**src/rtl/core/rhsv_pkg.sv**
```systemverilog
// ============================================================================
// rhsv_pkg - shared types and constants for the RGB to HSV pipeline
// Holds the per-stage payload structs, hue offsets and the restoring
// divide step used by every divider stage.
// ============================================================================
package rhsv_pkg;

    localparam int unsigned CHAN_W     = 8;
    localparam int unsigned SAT_NUM_W  = 16;   // 255 * chroma
    localparam int unsigned HUE_NUM_W  = 14;   // 43 * |diff|, at most 10965
    localparam int unsigned SAT_STEPS  = 8;    // quotient below 256
    localparam int unsigned HUE_STEPS  = 6;    // quotient at most 43
    localparam int unsigned DIV_STAGES = 8;

    localparam logic [CHAN_W-1:0] OFFSET_RED   = 8'd0;
    localparam logic [CHAN_W-1:0] OFFSET_GREEN = 8'd85;
    localparam logic [CHAN_W-1:0] OFFSET_BLUE  = 8'd171;
    localparam logic [7:0]        HUE_STEP     = 8'd43;

    // Stage 1: max/min classification
    typedef struct packed {
        logic              valid;
        logic              zero;      // chroma is zero: hue and saturation forced to zero
        logic              neg;       // hue term is negative
        logic [CHAN_W-1:0] offset;
        logic [CHAN_W-1:0] value;
        logic [CHAN_W-1:0] chroma;
        logic [CHAN_W-1:0] dmag;
    } t_class;

    // Stage 2: numerators ready for division
    typedef struct packed {
        logic                 valid;
        logic                 zero;
        logic                 neg;
        logic [CHAN_W-1:0]    offset;
        logic [CHAN_W-1:0]    value;
        logic [CHAN_W-1:0]    chroma;
        logic [SAT_NUM_W-1:0] sat_num;
        logic [HUE_NUM_W-1:0] hue_num;
    } t_mul;

    // Divider stages: partial remainders, unconsumed numerator bits, quotients
    typedef struct packed {
        logic                 valid;
        logic                 zero;
        logic                 neg;
        logic [CHAN_W-1:0]    offset;
        logic [CHAN_W-1:0]    value;
        logic [CHAN_W-1:0]    chroma;
        logic [CHAN_W-1:0]    sat_rem;
        logic [SAT_STEPS-1:0] sat_low;
        logic [SAT_STEPS-1:0] sat_q;
        logic [CHAN_W-1:0]    hue_rem;
        logic [HUE_STEPS-1:0] hue_low;
        logic [HUE_STEPS-1:0] hue_q;
    } t_div;

    // One restoring step: returns {quotient bit, new remainder}.
    // Requires rem < den, which keeps the new remainder below den.
    function automatic logic [CHAN_W:0] div_step(
        input logic [CHAN_W-1:0] rem,
        input logic              nb,
        input logic [CHAN_W-1:0] den
    );
        logic [CHAN_W:0] trial;
        logic [CHAN_W:0] diff;
        trial = {rem, nb};
        diff  = trial - {1'b0, den};
        if (trial >= {1'b0, den}) begin
            div_step = {1'b1, diff[CHAN_W-1:0]};
        end else begin
            div_step = {1'b0, trial[CHAN_W-1:0]};
        end
    endfunction

endpackage

```
**src/rtl/core/rgb_to_hsv_8bit_core.sv**
```systemverilog
// ============================================================================
// rgb_to_hsv_8bit_core - pipelined 8-bit RGB to HSV converter
// Converts one pixel per clock to 8-bit hue, saturation and value.
// ============================================================================
// Usage:
//   Input channel: drive i_red/i_green/i_blue and raise start. A transfer
//   takes place at each rising edge with start high and busy low. busy is
//   low whenever reset is released, so a new pixel may be given every cycle.
//   Output channel: o_valid strobes for exactly one cycle with o_hue,
//   o_saturation and o_value; the receiver must take the transfer then, as
//   the block cannot hold results back and never needs to.
//   Pipeline: each pixel passes through the classify and multiply stages,
//   8 divider stages and the output register, in that order.
//   Throughput: one pixel per cycle, set by the divider, which is unrolled
//   into one restoring step per stage: saturation in all, hue in the first six.
//   Reset (synchronous, active low) drops every pixel in flight; busy is
//   high while reset is asserted so no pixel is taken then.
//   Results leave in the order the pixels arrived.
// ============================================================================
module rgb_to_hsv_8bit_core
    import rhsv_pkg::*;
(
    input  logic              i_clk,
    input  logic              i_rst_n,
    input  logic              start,
    output logic              busy,
    input  logic [CHAN_W-1:0] i_red,
    input  logic [CHAN_W-1:0] i_green,
    input  logic [CHAN_W-1:0] i_blue,
    output logic              o_valid,
    output logic [CHAN_W-1:0] o_hue,
    output logic [CHAN_W-1:0] o_saturation,
    output logic [CHAN_W-1:0] o_value
);

    logic accept;

    assign busy   = ~i_rst_n;
    assign accept = start & ~busy;

    // ------------------------------------------------------------------
    // Stage 1: find max/min, pick the hue sector, form |diff| and sign.
    // Red wins ties for the maximum, then green.
    // ------------------------------------------------------------------
    t_class            n_cls, r_cls;
    logic [CHAN_W-1:0] w_hi, w_lo, w_a, w_b;

    always_comb begin
        w_hi         = i_blue;
        w_a          = i_red;
        w_b          = i_green;
        n_cls.offset = OFFSET_BLUE;
        if (i_red >= i_green && i_red >= i_blue) begin
            w_hi         = i_red;
            w_a          = i_green;
            w_b          = i_blue;
            n_cls.offset = OFFSET_RED;
        end else if (i_green >= i_blue) begin
            w_hi         = i_green;
            w_a          = i_blue;
            w_b          = i_red;
            n_cls.offset = OFFSET_GREEN;
        end
        w_lo = (i_red < i_green) ? i_red : i_green;
        if (i_blue < w_lo) begin
            w_lo = i_blue;
        end
        n_cls.valid  = accept;
        n_cls.value  = w_hi;
        n_cls.chroma = w_hi - w_lo;
        n_cls.zero   = (w_hi == w_lo);
        n_cls.neg    = (w_a < w_b);
        n_cls.dmag   = (w_a >= w_b) ? (w_a - w_b) : (w_b - w_a);
    end

    always_ff @(posedge i_clk) begin
        if (!i_rst_n) begin
            r_cls.valid <= 1'b0;
        end else begin
            r_cls <= n_cls;
        end
    end

    // ------------------------------------------------------------------
    // Stage 2: numerators. 255*chroma is a shift and subtract; 43*|diff|
    // is a small constant multiply.
    // ------------------------------------------------------------------
    t_mul n_mul, r_mul;

    always_comb begin
        n_mul.valid   = r_cls.valid;
        n_mul.zero    = r_cls.zero;
        n_mul.neg     = r_cls.neg;
        n_mul.offset  = r_cls.offset;
        n_mul.value   = r_cls.value;
        n_mul.chroma  = r_cls.chroma;
        n_mul.sat_num = {r_cls.chroma, 8'd0} - {8'd0, r_cls.chroma};
        n_mul.hue_num = HUE_NUM_W'({6'd0, r_cls.dmag} * {6'd0, HUE_STEP});
    end

    always_ff @(posedge i_clk) begin
        if (!i_rst_n) begin
            r_mul.valid <= 1'b0;
        end else begin
            r_mul <= n_mul;
        end
    end

    // ------------------------------------------------------------------
    // Divider stages. The top numerator bits start as the remainder: the
    // quotient bounds (below 256 and below 64) keep them under the divisor.
    // Saturation divides by value, the hue term by chroma.
    // ------------------------------------------------------------------
    t_div w_div_in;
    t_div w_src [DIV_STAGES];
    t_div n_div [DIV_STAGES];
    t_div r_div [DIV_STAGES];

    always_comb begin
        w_div_in.valid   = r_mul.valid;
        w_div_in.zero    = r_mul.zero;
        w_div_in.neg     = r_mul.neg;
        w_div_in.offset  = r_mul.offset;
        w_div_in.value   = r_mul.value;
        w_div_in.chroma  = r_mul.chroma;
        w_div_in.sat_rem = r_mul.sat_num[SAT_NUM_W-1:SAT_STEPS];
        w_div_in.sat_low = r_mul.sat_num[SAT_STEPS-1:0];
        w_div_in.sat_q   = '0;
        w_div_in.hue_rem = r_mul.hue_num[HUE_NUM_W-1:HUE_STEPS];
        w_div_in.hue_low = r_mul.hue_num[HUE_STEPS-1:0];
        w_div_in.hue_q   = '0;
    end

    for (genvar k = 0; k < DIV_STAGES; k++) begin : g_div
        logic [CHAN_W:0] w_sat_step;
        logic [CHAN_W:0] w_hue_step;

        if (k == 0) begin : g_first
            assign w_src[k] = w_div_in;
        end else begin : g_next
            assign w_src[k] = r_div[k-1];
        end

        assign w_sat_step = div_step(w_src[k].sat_rem, w_src[k].sat_low[SAT_STEPS-1],
                                     w_src[k].value);
        assign w_hue_step = div_step(w_src[k].hue_rem, w_src[k].hue_low[HUE_STEPS-1],
                                     w_src[k].chroma);

        always_comb begin
            n_div[k]         = w_src[k];
            n_div[k].sat_rem = w_sat_step[CHAN_W-1:0];
            n_div[k].sat_low = {w_src[k].sat_low[SAT_STEPS-2:0], 1'b0};
            n_div[k].sat_q   = {w_src[k].sat_q[SAT_STEPS-2:0], w_sat_step[CHAN_W]};
            // hue quotient needs only the first six steps; hold it after that
            if (k < HUE_STEPS) begin
                n_div[k].hue_rem = w_hue_step[CHAN_W-1:0];
                n_div[k].hue_low = {w_src[k].hue_low[HUE_STEPS-2:0], 1'b0};
                n_div[k].hue_q   = {w_src[k].hue_q[HUE_STEPS-2:0], w_hue_step[CHAN_W]};
            end
        end

        always_ff @(posedge i_clk) begin
            if (!i_rst_n) begin
                r_div[k].valid <= 1'b0;
            end else begin
                r_div[k] <= n_div[k];
            end
        end
    end

    // ------------------------------------------------------------------
    // Output stage: apply the sign to the hue term, add the sector offset
    // (wraps mod 256), force zero hue and saturation for grey and black.
    // ------------------------------------------------------------------
    t_div              w_last;
    logic [CHAN_W-1:0] w_term;
    logic [CHAN_W-1:0] n_hue, n_sat;
    logic              r_valid;
    logic [CHAN_W-1:0] r_hue, r_sat, r_val;

    assign w_last = r_div[DIV_STAGES-1];
    assign w_term = {{(CHAN_W-HUE_STEPS){1'b0}}, w_last.hue_q};

    always_comb begin
        if (w_last.zero) begin
            n_hue = '0;
            n_sat = '0;
        end else begin
            n_hue = w_last.neg ? (w_last.offset - w_term) : (w_last.offset + w_term);
            n_sat = w_last.sat_q;
        end
    end

    always_ff @(posedge i_clk) begin
        if (!i_rst_n) begin
            r_valid <= 1'b0;
        end else begin
            r_valid <= w_last.valid;
            r_hue   <= n_hue;
            r_sat   <= n_sat;
            r_val   <= w_last.value;
        end
    end

    assign o_valid      = r_valid;
    assign o_hue        = r_hue;
    assign o_saturation = r_sat;
    assign o_value      = r_val;

    // ------------------------------------------------------------------
    // Assertions
    // ------------------------------------------------------------------
    a_grey_hue: assert property (@(posedge i_clk) disable iff (!i_rst_n)
        o_valid && (o_saturation == '0) |-> (o_hue == '0))
        else $error("hue not zero for a grey pixel");

    a_black_sat: assert property (@(posedge i_clk) disable iff (!i_rst_n)
        o_valid && (o_value == '0) |-> (o_saturation == '0))
        else $error("saturation not zero for a black pixel");

    a_cls_advance: assert property (@(posedge i_clk) disable iff (!i_rst_n)
        r_cls.valid |=> r_mul.valid)
        else $error("pixel dropped between classify and multiply stages");

    a_div_advance: assert property (@(posedge i_clk) disable iff (!i_rst_n)
        r_div[DIV_STAGES-1].valid |=> o_valid)
        else $error("pixel dropped at the output register");

endmodule

```
**config.mk**
```make
export PLATFORM = sky130hd
export DESIGN_NAME = rgb_to_hsv_8bit_core
export DESIGN_NICKNAME = d
export VERILOG_FILES = /design/src/rtl/core/rhsv_pkg.sv /design/src/rtl/core/rgb_to_hsv_8bit_core.sv
export SDC_FILE = /design/constraint.sdc
export NUM_CORES = 1
export LEC_CHECK = 0
export ABC_CLOCK_PERIOD_IN_PS = 5500
export BUFFER_PORTS_ARGS = -buffer_cell sky130_fd_sc_hd__buf_2
export CAP_MARGIN = 5
export CELL_PAD_IN_SITES_DETAIL_PLACEMENT = 1
export CELL_PAD_IN_SITES_GLOBAL_PLACEMENT = 1
export CORE_AREA = 2 2 255 182
export CTS_CLUSTER_DIAMETER = 40
export DETAILED_ROUTE_END_ITERATION = 8
export DIE_AREA = 0 0 257 184
export PLACE_DENSITY = 0.78
export SLEW_MARGIN = 20
export SYNTH_ARGS = -nofsm -noshare
export SYNTH_HDL_FRONTEND = slang
export SYNTH_SLANG_ARGS = --single-unit
```
**constraint.sdc**
```tcl
create_clock -name i_clk -period 5.5 [get_ports i_clk]
set_input_delay 0.275 -clock i_clk [delete_from_list [all_inputs] [get_ports i_clk]]
set_output_delay 0.275 -clock i_clk [all_outputs]
set_load 0.01 [all_outputs]
```
==> reports/results.ini <==
[yosys]
ys_types=58
syn-cell-area_um2=23500
synth_simple_gate_area_share_pct=6.90
synthArstFlopShare_pct=0
synth_cells=1804
synth-compound-area-share_pct=9.17
yosys_warnings=0
synth_nets=2065
synthXorXnorAreaFrac_pct=2.54
synth_top_cells_by_count=edfxtp_1 (450), inv_1 (258), ha_1 (209)
synth_edf_count=450
synth_area_leaders=edfxtp_1 (58%), ha_1 (11%), inv_1 (4.1%), mux2_2 (3.3%), nor2_1 (2.6%)
synth_fa_ha_area_share_pct=13.3
ys.flop_type=edfxtp_1
avgSynthCellArea_um2=13.0
synth.ff_latch_count=461
synth_top_area_share_pct=57.6
seq_area_frac_synth_pct=58.5
synth_most_common_cell=edfxtp_1
synth_area_leader_cell=edfxtp_1
synth_top_family_by_area=adder cells
synthMuxAreaShare_pct=5.10

[pwr]
p_sw_mw=5.38
clock_power_share_pct=22.3
p_leak_nw=11.0
p_int_mw=10.1
p_per_area_nw_per_um2=589
ir_drop_mv=0.348
p_sw_share_pct=34.8
p_comb_share_pct=41.1
seqPwrFrac_pct=36.6

[global_routing]
grt_util_met3_pct=3.35
grt_usage_pct=20.5
grt_max_degree=160
grt_pass1_vias=14800
top_usage_layer=met2
overflow=0
grt.met2_usage_pct=36.6
use_met1_pct=25.7
grt_pass1_wl_um=77100
antenna_found_initial=0

[clock_network]
cts_setup_buffers=0
cts_max_level=2
clk_latency_ns=0.59
numCtsBuffers=52
cts_tree=built
root_buffer=clkbuf_16
clock_path_buffers=3
cts_num_sinks=461
path_clk_slew_ns=0.06

[sta]
relSlewSlack_pct=43.1
tightest_slew_ns=0.846
period_minus_slack_ns=4.59
period_share_pct=83.4
final_max_slew_viol_count=0
rsz0062_at_grt=false
skew_ns=0.0247
fmax_ghz=0.218
tns_ns=0
finalSetupViolations=0
final-hold-violation-count=0

[critical_path]
cp_cell_sequence=buf_2 > inv_1 > ha_1 > nor2b_1 > o21a_1 > nand2b_1 > a21oi_4 > mux2i_1 > ha_1 > a21o_1 > a21o_1 > a21oi_1 > nand2_1 > o21ai_4 > mux2_2 > ha_1 > nor2b_1 > o21ai_0 > a21boi_0 > o21ai_0 > nand2b_1 > a21o_1 > a21oi_1 > xor2_1
crit_family=compound AO/OA/AOI/OAI gates
path_class=in -> reg
start_kind=input pin
cp_num_buf_inv=2
end_kind=flop
cp_slowest_stage_delay_ns=0.38
critPathSlowestCell=mux2_2
worstPathRequired_ns=5.82
cp.arrival_ns=4.91
crit_fanout=5

[cells_and_area]
final_nets=2162
areaGrowthSynthToFinish_pct=11.9
fillers=4392
drive_gt1_share_pct=11.9
multi_input_area_um2=8690
regArea_um2=13700
final_cells=2545
diodes=0

[floorplanning]
io_pins=53
dieHeight_um=184
die-area_um2=47300
coreArea_um2=44600
std_cell_rows=65
die_w_um=257
start_util_pct=52.5

[run_status]
outcome=completed

[routing]
drtAntennaViolNets=0
drc_errors=0
viasPerCell=5.36
vias=13600
drt_iter0_markers=696
routed_wl_um=47400
dr.pass1.iters=7
wire_per_inst_um=18.6

[job]
drv_cap=0

[hold_path]
hold_class=in -> reg

[placed_design]
hpwl_um=34100
port_buffers=52
place.gp.congestion=0.850
dp_cells=2449

## flip-flops by register name, summed over array words and instances, names as in the netlist
name and flops:
n_div 33, n_mul 22, o_hue 8, o_saturation 8
o_valid 1, o_value 8, r_cls 8, r_div 355
r_mul 18
## power groups by stage
stage / combinational, mW / sequential, mW / clock, mW
4_1_cts: 6.41 / 5.66 / 3.55
2_1_floorplan: 4.84 / 5.49 / 0
5_1_grt: 7.11 / 5.73 / 3.68
3_3_place_gp: 5.84 / 5.64 / 0
6_report: 6.34 / 5.66 / 3.45
3_5_place_dp: 6.27 / 5.72 / 0
## stage by stage
| step | worst slack [ns] | instance area (um2) | total power, mW | utilization, % | hold slack [ns] |
|---|---|---|---|---|---|
| 5_1_grt | 0.502 | 26200 | 16.5 | 58.8 | 0.117 |
| 4_1_cts | 0.988 | 26200 | 15.6 | 58.8 | 0.0890 |
| 3_3_place_gp | 0.500 | 24500 | 11.5 | 54.9 | 0.400 |
| 3_5_place_dp | 0.381 | 24500 | 12.0 | 54.9 | 0.406 |
| 6_report | 0.912 | 26200 | 15.4 | 58.8 | 0.139 |
| 2_1_floorplan | 0.826 | 23500 | 10.3 | - | 0.387 |
## area by class of cell
type | instances | area share [%]
sequential | 461 | 52.3
tap | 603 | 2.87
clock inverter | 32 | 1.34
timing repair buffer | 61 | 1.44
clock buffer | 63 | 5.20
inverter | 258 | 3.69
multi-input combinational | 1067 | 33.1
## logic make-up after synthesis
kind of cell	after synthesis
AO/OA/AOI/OAI	309
AND/OR/NAND/NOR	345
flip-flops	461
multiplexers	111
buffers and inverters	276
adder cells (fa/ha/maj)	234
XOR/XNOR	68
## layout by cell type (no fill, tap or decap), types with 15 or more instances in the layout
cell type / count
a21oi_1: 84
fa_1: 25
a21boi_0: 15
nand2_1: 53
nor2b_1: 39
mux2_2: 68
o21ai_1: 17
o21ai_0: 68
xnor2_1: 48
a21o_1: 49
edfxtp_1: 450
ha_1: 209
buf_2: 51
clkbuf_16: 53
nor2_1: 160
inv_1: 258
nand2b_1: 19
xor2_1: 20
nand4_1: 27
mux2i_1: 43
## metal layers
layer	up-vias	wire length [um]
met5	-	0
met4	0	1010
met3	87	1610
met2	198	23600
met1	6677	21200
li1	6675	-
## what timing repair did
action	CTS	global route
hold buffers	1	0
hold endpoints to repair	1	0
gates resized for setup	0	0
## worst paths after layout
check | slack [ns] | cells after the start | end | from
max | 0.91 | 24 | n_mul[37] | i_green[1]
min | 0.14 | 2 | n_mul[38] | i_red[0]
max reg2reg | 1.44 | 14 | r_mul[13] | r_cls[3]
min reg2reg | 0.40 | 0 | r_div[0][135] | r_div[0][65]
Note: power is estimated with default switching activity, not from simulation.
